`config.mk`:
```
export PLATFORM = sky130hd
export DESIGN_NAME = lpmt_cell
export DESIGN_NICKNAME = d
export VERILOG_FILES = /design/src/rtl/lpmt_pkg.sv /design/src/rtl/lpmt_cell.sv
export SDC_FILE = /design/constraint.sdc
export NUM_CORES = 1
export LEC_CHECK = 0
export BUFFER_PORTS_ARGS = -buffer_cell sky130_fd_sc_hd__buf_2
export CORE_ASPECT_RATIO = 2
export CORE_MARGIN = 2
export CORE_UTILIZATION = 45
export DETAILED_ROUTE_END_ITERATION = 6
export PLACE_DENSITY_LB_ADDON = 0.15
export SETUP_SLACK_MARGIN = 0.1
export SYNTH_ARGS = -nofsm -noshare
export SYNTH_HDL_FRONTEND = slang
export SYNTH_SLANG_ARGS = --single-unit
```
`constraint.sdc`:
```
create_clock -name clk -period 3.4 [get_ports clk]
set_input_delay 0.17 -clock clk [delete_from_list [all_inputs] [get_ports clk]]
set_output_delay 0.17 -clock clk [all_outputs]
set_load 0.005 [all_outputs]
```
`src/rtl/lpmt_pkg.sv`:
```
// Types and constants of the longest-prefix-match lookup table
package lpmt_pkg;

	localparam int LIMIT_W = 7;
	localparam int PLEN_W  = 6;
	localparam int IN_ADDR_W = 32;
	localparam int LINK_W  = 48;
	localparam int TERM_W  = 16;
	localparam int LEN_W   = 7;

	localparam int DEF_TABLE_DEPTH = 64;
	localparam int DEF_ADDR_BITS   = 32;

	localparam logic ACT_ADD    = 1'b0;
	localparam logic ACT_LOOKUP = 1'b1;

	typedef struct packed {
		logic                 action;
		logic [IN_ADDR_W-1:0] address;
		logic [PLEN_W-1:0]    prefix_length;
		logic [LINK_W-1:0]    link_address;
		logic [TERM_W-1:0]    terminal_id;
	} lpmt_req_t;

	typedef struct packed {
		logic              ok;
		logic [LINK_W-1:0] found_link_address;
		logic [TERM_W-1:0] found_terminal_id;
	} lpmt_res_t;

	typedef struct packed {
		logic              valid;
		logic              hit;
		logic [LEN_W-1:0]  len;
		logic [LINK_W-1:0] link;
		logic [TERM_W-1:0] term;
	} lpmt_tok_t;

	typedef struct packed {
		logic              en;
		logic [LEN_W-1:0]  len;
		logic [LINK_W-1:0] link;
		logic [TERM_W-1:0] term;
	} lpmt_wr_t;

endpackage

```
`src/rtl/lpmt_cell.sv`:
```
// One table entry with its compare stage in the search chain
module lpmt_cell #(
	parameter int ADDR_BITS = lpmt_pkg::DEF_ADDR_BITS,
	parameter int CNT_W = 7,
	parameter int IDX = 0
) (
	input  logic                 clk,
	input  logic                 arst_n,
	input  lpmt_pkg::lpmt_wr_t   wr,
	input  logic [ADDR_BITS-1:0] wr_prefix,
	input  logic [CNT_W-1:0]     count,
	input  logic [ADDR_BITS-1:0] addr,
	input  lpmt_pkg::lpmt_tok_t  tok_in,
	output lpmt_pkg::lpmt_tok_t  tok_out
);
	import lpmt_pkg::*;

	logic [ADDR_BITS-1:0] prefix_q;
	logic [LEN_W-1:0]     len_q;
	logic [LINK_W-1:0]    link_q;
	logic [TERM_W-1:0]    term_q;
	lpmt_tok_t            tok_q;

	logic [ADDR_BITS-1:0] mask;
	logic                 live;
	logic                 take;

	always_comb begin
		mask = ~({ADDR_BITS{1'b1}} >> len_q);
		live = CNT_W'(IDX) < count;
		take = tok_in.valid && live && (((prefix_q ^ addr) & mask) == '0)
			&& (len_q >= tok_in.len);
	end

	always_ff @(posedge clk) begin
		if (wr.en && (count == CNT_W'(IDX))) begin
			prefix_q <= wr_prefix;
			len_q    <= wr.len;
			link_q   <= wr.link;
			term_q   <= wr.term;
		end
	end

	always_ff @(posedge clk or negedge arst_n) begin
		if (!arst_n) begin
			tok_q <= '0;
		end else begin
			tok_q.valid <= tok_in.valid;
			if (take) begin
				tok_q.hit  <= 1'b1;
				tok_q.len  <= len_q;
				tok_q.link <= link_q;
				tok_q.term <= term_q;
			end else begin
				tok_q.hit  <= tok_in.hit;
				tok_q.len  <= tok_in.len;
				tok_q.link <= tok_in.link;
				tok_q.term <= tok_in.term;
			end
		end
	end

	assign tok_out = tok_q;

endmodule

```
==> results of run 1 <==
==> worst max-delay path: cells and delay by family (launching register included) <==
family	cells	cell delay (ns)
mux	1	0.37
buf+inv	1	0.30
simple gates	2	0.34
compound gates	4	1.15
flops	1	0.61
==> per-stage QoR <==
stage	worst slack, ns	utilization	area (um^2)	hold WS (ns)
3_5_place_dp	0.528	0.572	8740	0.296
6_report	0.460	0.723	11100	0.0148
5_1_grt	0.305	0.723	11100	0.00445
4_1_cts	0.521	0.722	11000	0.00162
2_1_floorplan	0.725	-	7020	-0.126
3_3_place_gp	0.574	0.572	8740	0.301
==> placed cells by master, fill, tap and decap left out, types with 4 or more instances in the layout <==
master / count
inv_1: 10
xor2_1: 13
nor2_1: 4
clkinv_4: 5
a21oi_1: 16
buf_2: 289
buf_4: 9
dfrtp_1: 73
clkbuf_16: 18
nand2_1: 12
xnor2_1: 19
ha_1: 7
edfxtp_1: 103
dlygate4sd3_1: 172
mux2_4: 67
nand3_1: 4
o21ai_0: 12
==> registers in the layout, indices dropped and copies added (netlist names) <==
| name | flops |
|---|---|
| term_q | 16 |
| prefix_q | 32 |
| link_q | 48 |
| len_q | 7 |
| tok_out | 73 |
==> layout make-up <==
cell class | instances | share of cell area
inverters | 10 | 0.00340
flip-flops and latches | 176 | 0.445
diodes | 2 | 0.000453
well taps | 198 | 0.0224
clock buffers | 19 | 0.0411
multi-input cells | 197 | 0.178
clock inverters | 13 | 0.0117
repair buffers | 473 | 0.298
==> repair_timing <==
item | 4_1_cts | 5_1_grt
endpoints found under the hold margin | 243 | 1
hold buffers | 171 | 1
gates resized for setup | 0 | 0
setup endpoints to repair | 0 | 0
==> worst max-delay path by stage <==
stage | start | end | slack (ns) | cells past startpoint
6_report | len_q[2]$_DFFE_PP_ | tok_out[39]$_DFF_PN0_ | 0.46 | 8
5_1_grt | len_q[0]$_DFFE_PP_ | tok_out[39]$_DFF_PN0_ | 0.30 | 10
4_1_cts | len_q[2]$_DFFE_PP_ | tok_out[31]$_DFF_PN0_ | 0.52 | 8
3_5_place_dp | len_q[2]$_DFFE_PP_ | tok_out[7]$_DFF_PN0_ | 0.53 | 8
3_3_place_gp | len_q[0]$_DFFE_PP_ | tok_out[12]$_DFF_PN0_ | 0.57 | 10
2_1_floorplan | count[4] | len_q[0]$_DFFE_PP_ | 0.73 | 3
==> power groups by stage <==
stage	logic [mW]	clock network (mW)	registers (mW)
2_1_floorplan	0.0992	0	2.38
3_3_place_gp	0.317	0	2.37
3_5_place_dp	0.324	0	2.37
4_1_cts	0.484	1.94	2.33
5_1_grt	0.529	2.03	2.33
6_report	0.491	1.90	2.33
==> cells in the mapped netlist, drive strengths merged (2+ instances only) <==
cell,count
nor3,3
a2111oi,2
nor2,5
inv,10
nor4,2
mux2i,3
o2111ai,2
o21ai,12
nand2,12
nand4,2
o211ai,3
ha,7
buf,10
nand3,4
a31oi,2
clkbuf,3
xnor2,19
xor2,13
mux2,69
edfxtp,103
nand2b,3
a21oi,16
dfrtp,73
o41ai,2
==> kinds of logic after synthesis <==
kind of cell,share of synthesized area
DFF,0.701
muxes,0.151
AOI/OAI and AO/OA,0.0481
and+or+nand+nor,0.0280
xor gates and xnor gates,0.0399
buffers and inverters,0.0203
adders and majority gates,0.0125
==> routing by layer <==
metal	wire [um]	global-route usage
met3	1020	0.0489
met1	6510	0.234
met5	0	0
met4	1160	0.155
met2	11900	0.485
==> run_results.csv, run 1 <==
group,metric,value,unit
outcome,status,"finished clean",
logic_synthesis,seq_area_frac_synth,0.701,
logic_synthesis,ys_types,46,
routing,route.detailed.drc,0,
die,start_util,0.459,
timing,hold_viol,0,
placement,post-place-cells,882,
clock_tree,cts_made_buffers,17,
power_and_ir_drop,peakVddDrop,0.000362,V
worst_hold_path,holdPathStages,2,
power_and_ir_drop,p_comb_frac,0.104,
power_and_ir_drop,p_per_area,427,nW/um^2
logic_synthesis,ys_ff_latch,176,
routing,drt-wirelength-per-cell,18.9,um
clock_tree,h-tree-depth,4,
worst_setup_path,r2r_cells,8,
timing,timing.slew.headroom,0.355,
worst_setup_path,arrival,3.24,ns
routing,dr.pass1.iters,7,
die,die-area,16700,um^2
clock_tree,clk_latency,0.43,ns
worst_hold_path,hold_end,"tok_out[27]$_DFF_PN0_",
routing,wirelength,20.5,mm
worst_setup_path,cp_slowest_cell,"edfxtp_1",
timing,period_share,0.865,
clock_tree,cts_tree,"done",
logic_synthesis,async_flop_share,0.415,
grt,grt_pass1_vias,6159,
power_and_ir_drop,p_leak,5.02,nW
grt,grt_usage,0.253,
routing,dr.first_iter.drc_count,184,
worst_setup_path,required,3.70,ns
worst_setup_path,r2r_end,"tok_out[39]$_DFF_PN0_",
finish,area_growth,57.4,%
power_and_ir_drop,p_int,3.70,mW
timing,fin_setup_tns,0,ns
grt,grt_pass1_wl,31.4,mm
run,drv_cap,0,
timing,rsz0062_at_grt,"no",
routing,vias,5317,
die,dieWidth,92.3,um
logic_synthesis,synth.avg_cell_area,17.7,um^2
power_and_ir_drop,netSwitchingFraction,0.216,
clock_tree,root_buffer,"clkbuf_16",
finish,multiInputGateArea,1960,um^2
grt,antenna_found_initial,2,
finish,fill_cells,985,
logic_synthesis,synth_nets,621,
grt,grt_max_degree,74,
logic_synthesis,synth_top_area_share,0.440,
logic_synthesis,synthTopCellsByArea,"edfxtp_1, dfrtp_1, mux2_4, xnor2_1, xor2_1",
logic_synthesis,synth_flop_cell,"edfxtp_1",
worst_setup_path,slowest_delay,0.61,ns
die,dieHeight,181,um
timing,drv_slew,0,
power_and_ir_drop,p_total,4.72,mW
timing,fmaxAchievable,0.340,GHz
worst_setup_path,worst_setup_path_end_kind,"flop",
logic_synthesis,synth_edf_count,103,
clock_tree,post-cts-setup-buffer-count,0,
routing,viasPerCell,4.89,
worst_setup_path,crit_type,"flop to flop",
grt,grt-ovfl-total,0,
logic_synthesis,yosysWarnings,0,
logic_synthesis,syn-instance-count,396,
logic_synthesis,synth_area,7020,um^2
timing,tightestPinTransition,0.967,ns
routing,drtAntennaViolNets,0,
logic_synthesis,synth_top_cell_by_area,"edfxtp_1",
worst_hold_path,hold_class,"input port to flop",
finish,seqCellArea,4920,um^2
power_and_ir_drop,switching_power,1.02,mW
worst_setup_path,critPathLaunchType,"flop",
timing,min_period,2.94,ns
worst_setup_path,cp_cell_sequence,"o211a_1 -> o41a_1 -> a2111oi_2 -> o2111ai_1 -> nor3_2 -> nand4_4 -> buf_12 -> mux2_4",
power_and_ir_drop,seqPwrFrac,0.493,
placement,port_buffers,290,
worst_setup_path,ff2ff_setup_slack,0.46,ns
placement,dp_hpwl,13.6,mm
clock_tree,ctsLongestPathBuffers,2,
timing,finalSetupViolCount,0,
worst_hold_path,hold_path_startpoint,"tok_in[27]",
clock_tree,clkTransAtPathRegs,0.06,ns
finish,final_cell_count_no_fill,1088,
die,core_area,15300,um^2
finish,nets,1100,
worst_setup_path,critPathMaxFanout,72,
clock_tree,cts.sinks,176,
die,row_count,64,
timing,finClkSkew,0.0134,ns
die,pin_count,291,
worst_setup_path,rr_startpoint,"len_q[2]$_DFFE_PP_",
placement,routabilityCongestion,0.967,
finish,layout-drive-gt1-share,0.459,
power_and_ir_drop,pwr-share-clk,0.403,
No activity file was read; power rests on OpenSTA's default activity.
==> run 2, diff against run 1 <==
--- a/config.mk
+++ b/config.mk
@@ -5,6 +5,7 @@
 export SDC_FILE = /design/constraint.sdc
 export NUM_CORES = 1
 export LEC_CHECK = 0
+export ABC_AREA = 1
 export BUFFER_PORTS_ARGS = -buffer_cell sky130_fd_sc_hd__buf_2
 export CORE_ASPECT_RATIO = 2
 export CORE_MARGIN = 2
==> run 2 against run 1 <==
Against the previous run:
- sequential cell count unchanged
- final cell count increased by 22%
- worst setup slack improved by 0.27 ns
- first-iteration DRC count increased by 26%
- clock skew decreased by 0.00098 ns
- utilization decreased by 1.2 points
- die area increased by 3.2%
- wire length increased by 7.6%
- non-clock buffer count increased by 2
- sequential share of layout area decreased by 0.66 points
- power decreased by 0.35%
- largest cell class unchanged
- largest power group unchanged
==> run_results.csv, run 2 <==
group,metric,value,unit
outcome,status,"finished clean",
worst_setup_path,required,3.70,ns
logic_synthesis,synth_edf_count,103,
timing,fin_setup_tns,0,ns
power_and_ir_drop,p_leak,5.24,nW
worst_setup_path,ff2ff_setup_slack,0.73,ns
clock_tree,root_buffer,"clkbuf_16",
routing,dr.pass1.iters,5,
finish,nets,1336,
clock_tree,post-cts-setup-buffer-count,0,
routing,met1_length,7.04,mm
logic_synthesis,synth_commonest_cells,"nand2_1, edfxtp_1, dfrtp_1, nand4_1, inv_1",
routing,route.detailed.drc,0,
worst_setup_path,critPathLaunchType,"flop",
grt,antenna_found_initial,1,
routing,dr.first_iter.drc_count,232,
logic_synthesis,seq_area_frac_synth,0.678,
grt,grt_pass1_vias,6784,
clock_tree,h-tree-depth,4,
worst_setup_path,arrival,2.97,ns
logic_synthesis,synth.avg_cell_area,11.2,um^2
finish,area_growth,54.6,%
placement,port_buffers,290,
timing,fmaxAchievable,0.375,GHz
clock_tree,cts.sinks,176,
timing,hold_viol,0,
worst_hold_path,hold_class,"input port to asynchronous set/reset pin",
logic_synthesis,yosysWarnings,0,
finish,layout-drive-gt1-share,0.304,
finish,fill_cells,1166,
finish,layout_common_cells,"buf_2, nand2_1, dlygate4sd3_1",
power_and_ir_drop,peakVddDrop,0.000351,V
finish,seqCellArea,4920,um^2
routing,drt-wirelength-per-cell,16.6,um
worst_setup_path,critPathMaxFanout,72,
routing,vias,6529,
die,row_count,65,
routing,viasPerCell,4.91,
worst_setup_path,cp_slowest_cell,"edfxtp_1",
routing,routed.top_layer,"met4",
worst_setup_path,critPathBufInv,1,
clock_tree,cts-resized-gates,0,
power_and_ir_drop,p_per_area,419,nW/um^2
worst_setup_path,cp_top_family,"simple AND/OR/NAND/NOR gates",
timing,finClkSkew,0.0124,ns
worst_setup_path,cp_cell_sequence,"nor2_2 -> nand3_1 -> nand2_1 -> nand3_1 -> a21oi_1 -> nand3_1 -> nor2_4 -> nand3_4 -> buf_4 -> nand2_1 -> nand2_1",
die,die-area,17200,um^2
finish,largest_reg_flops,73,
logic_synthesis,ys_ff_latch,176,
timing,finalSetupViolCount,0,
die,pin_count,291,
placement,dp_slack,0.709,ns
logic_synthesis,synth_top_area_share,0.426,
routing,wirelength,22.1,mm
logic_synthesis,ys_types,23,
clock_tree,clkTransAtPathRegs,0.06,ns
clock_tree,clk_latency,0.43,ns
worst_setup_path,slowest_delay,0.56,ns
worst_setup_path,r2r_cells,11,
timing,drv_slew,0,
logic_synthesis,synth_nets,871,
logic_synthesis,yosysMostFrequentCell,"nand2_1",
placement,routabilityCongestion,0.893,
grt,grt_usage,0.259,
run,drv_cap,0,
grt,grt_max_degree,74,
grt,grt_pass1_wl,33.4,mm
timing,tightestPinTransition,0.945,ns
placement,dp_hpwl,14.3,mm
clock_tree,cts_tree,"done",
timing,setup_ws,0.733,ns
logic_synthesis,async_flop_share,0.415,
routing,wl_met3,1.37,mm
worst_setup_path,worst_setup_path_end_kind,"flop",
worst_setup_path,crit_type,"flop to flop",
timing,timing.slew.headroom,0.370,
clock_tree,cts_made_buffers,17,
die,start_util,0.460,
clock_tree,ctsLongestPathBuffers,2,
routing,drtAntennaViolNets,0,
worst_setup_path,rr_startpoint,"len_q[6]$_DFFE_PP_",
die,dieHeight,184,um
logic_synthesis,syn-instance-count,646,
die,core_area,15800,um^2
timing,min_period,2.67,ns
routing,wl_met2,12.7,mm
logic_synthesis,synth_area,7260,um^2
worst_setup_path,path_depth,11,
finish,multiInputGateArea,2010,um^2
worst_setup_path,r2r_end,"tok_out[31]$_DFF_PN0_",
timing,rsz0062_at_grt,"no",
die,dieWidth,93.8,um
logic_synthesis,synth_top_cell_by_area,"edfxtp_1",
logic_synthesis,synthTopCellsByArea,"edfxtp_1, dfrtp_1, nand2_1, nand4_1, xor2_1",
grt,grt-ovfl-total,0,
timing,period_share,0.784,
logic_synthesis,synth_flop_cell,"edfxtp_1",
finish,final_common_cell,"buf_2",
## run 2: cell types whose count changed in the layout (fill, tap and decap cells not counted), sizes merged, moves of 4 or more
cell / previous run / this run
clkinvlp: 0 / 4
mux2: 69 / 0
nand2: 12 / 217
nor2: 5 / 30
inv: 14 / 41
a21oi: 16 / 8
nand4: 2 / 73
dlygate4sd3: 172 / 177
nand3: 4 / 23
xnor2: 19 / 6
xor2: 13 / 22
## run 2: through the flow
step           hold WS, ns  instance area, um^2   util  power [mW]  instances
2_1_floorplan       -0.126                 7260      -        2.47        646
3_3_place_gp         0.346                 8860  0.562        2.69       1116
3_5_place_dp         0.348                 8860  0.562        2.69       1116
4_1_cts              0.429                11200  0.710        4.74       1325
5_1_grt              0.439                11200  0.710        4.87       1326
6_report             0.416                11200  0.711        4.70       1330
## run 2: logic make-up after synthesis
family,share of synthesized area
fa+ha+maj,0.0121
simple gates,0.214
flops,0.678
xor+xnor,0.0338
buf+inv,0.0455
compound gates,0.0169
## run 2: per-layer routing
metal,GRT usage,vias to the layer above
li1,-,3132
met4,0.139,0
met2,0.497,308
met3,0.0586,67
met1,0.243,3022
met5,0,-
## run 2: where the power goes
| group | leakage (nW) | switching [mW] | internal [mW] |
|---|---|---|---|
| Sequential | 1.78 | 0.0141 | 2.31 |
| Combinational | 3.20 | 0.197 | 0.292 |
| Clock | 0.267 | 0.806 | 1.08 |
| Total | 5.24 | 1.02 | 3.69 |
## run 2: final cells by class
class,instances,area share
diodes,5,0.00112
clock buffers,19,0.0386
clock inverters,13,0.0124
inverters,40,0.0134
multi-input cells,401,0.180
flip-flops and latches,176,0.439
well taps,201,0.0224
repair buffers,475,0.294
## run 2: repair_timing
item	CTS	global route
endpoints found under the hold margin	249	0
hold buffers	177	0
setup endpoints to repair	0	0
## run 2: worst max-delay path by stage
stage / startpoint / end / slack, ns
2_1_floorplan: count[2] / len_q[0]$_DFFE_PP_ / 1.03
3_3_place_gp: len_q[6]$_DFFE_PP_ / tok_out[35]$_DFF_PN0_ / 0.80
3_5_place_dp: len_q[5]$_DFFE_PP_ / tok_out[17]$_DFF_PN0_ / 0.71
4_1_cts: len_q[5]$_DFFE_PP_ / tok_out[17]$_DFF_PN0_ / 0.70
5_1_grt: len_q[6]$_DFFE_PP_ / tok_out[31]$_DFF_PN0_ / 0.50
6_report: len_q[6]$_DFFE_PP_ / tok_out[31]$_DFF_PN0_ / 0.73
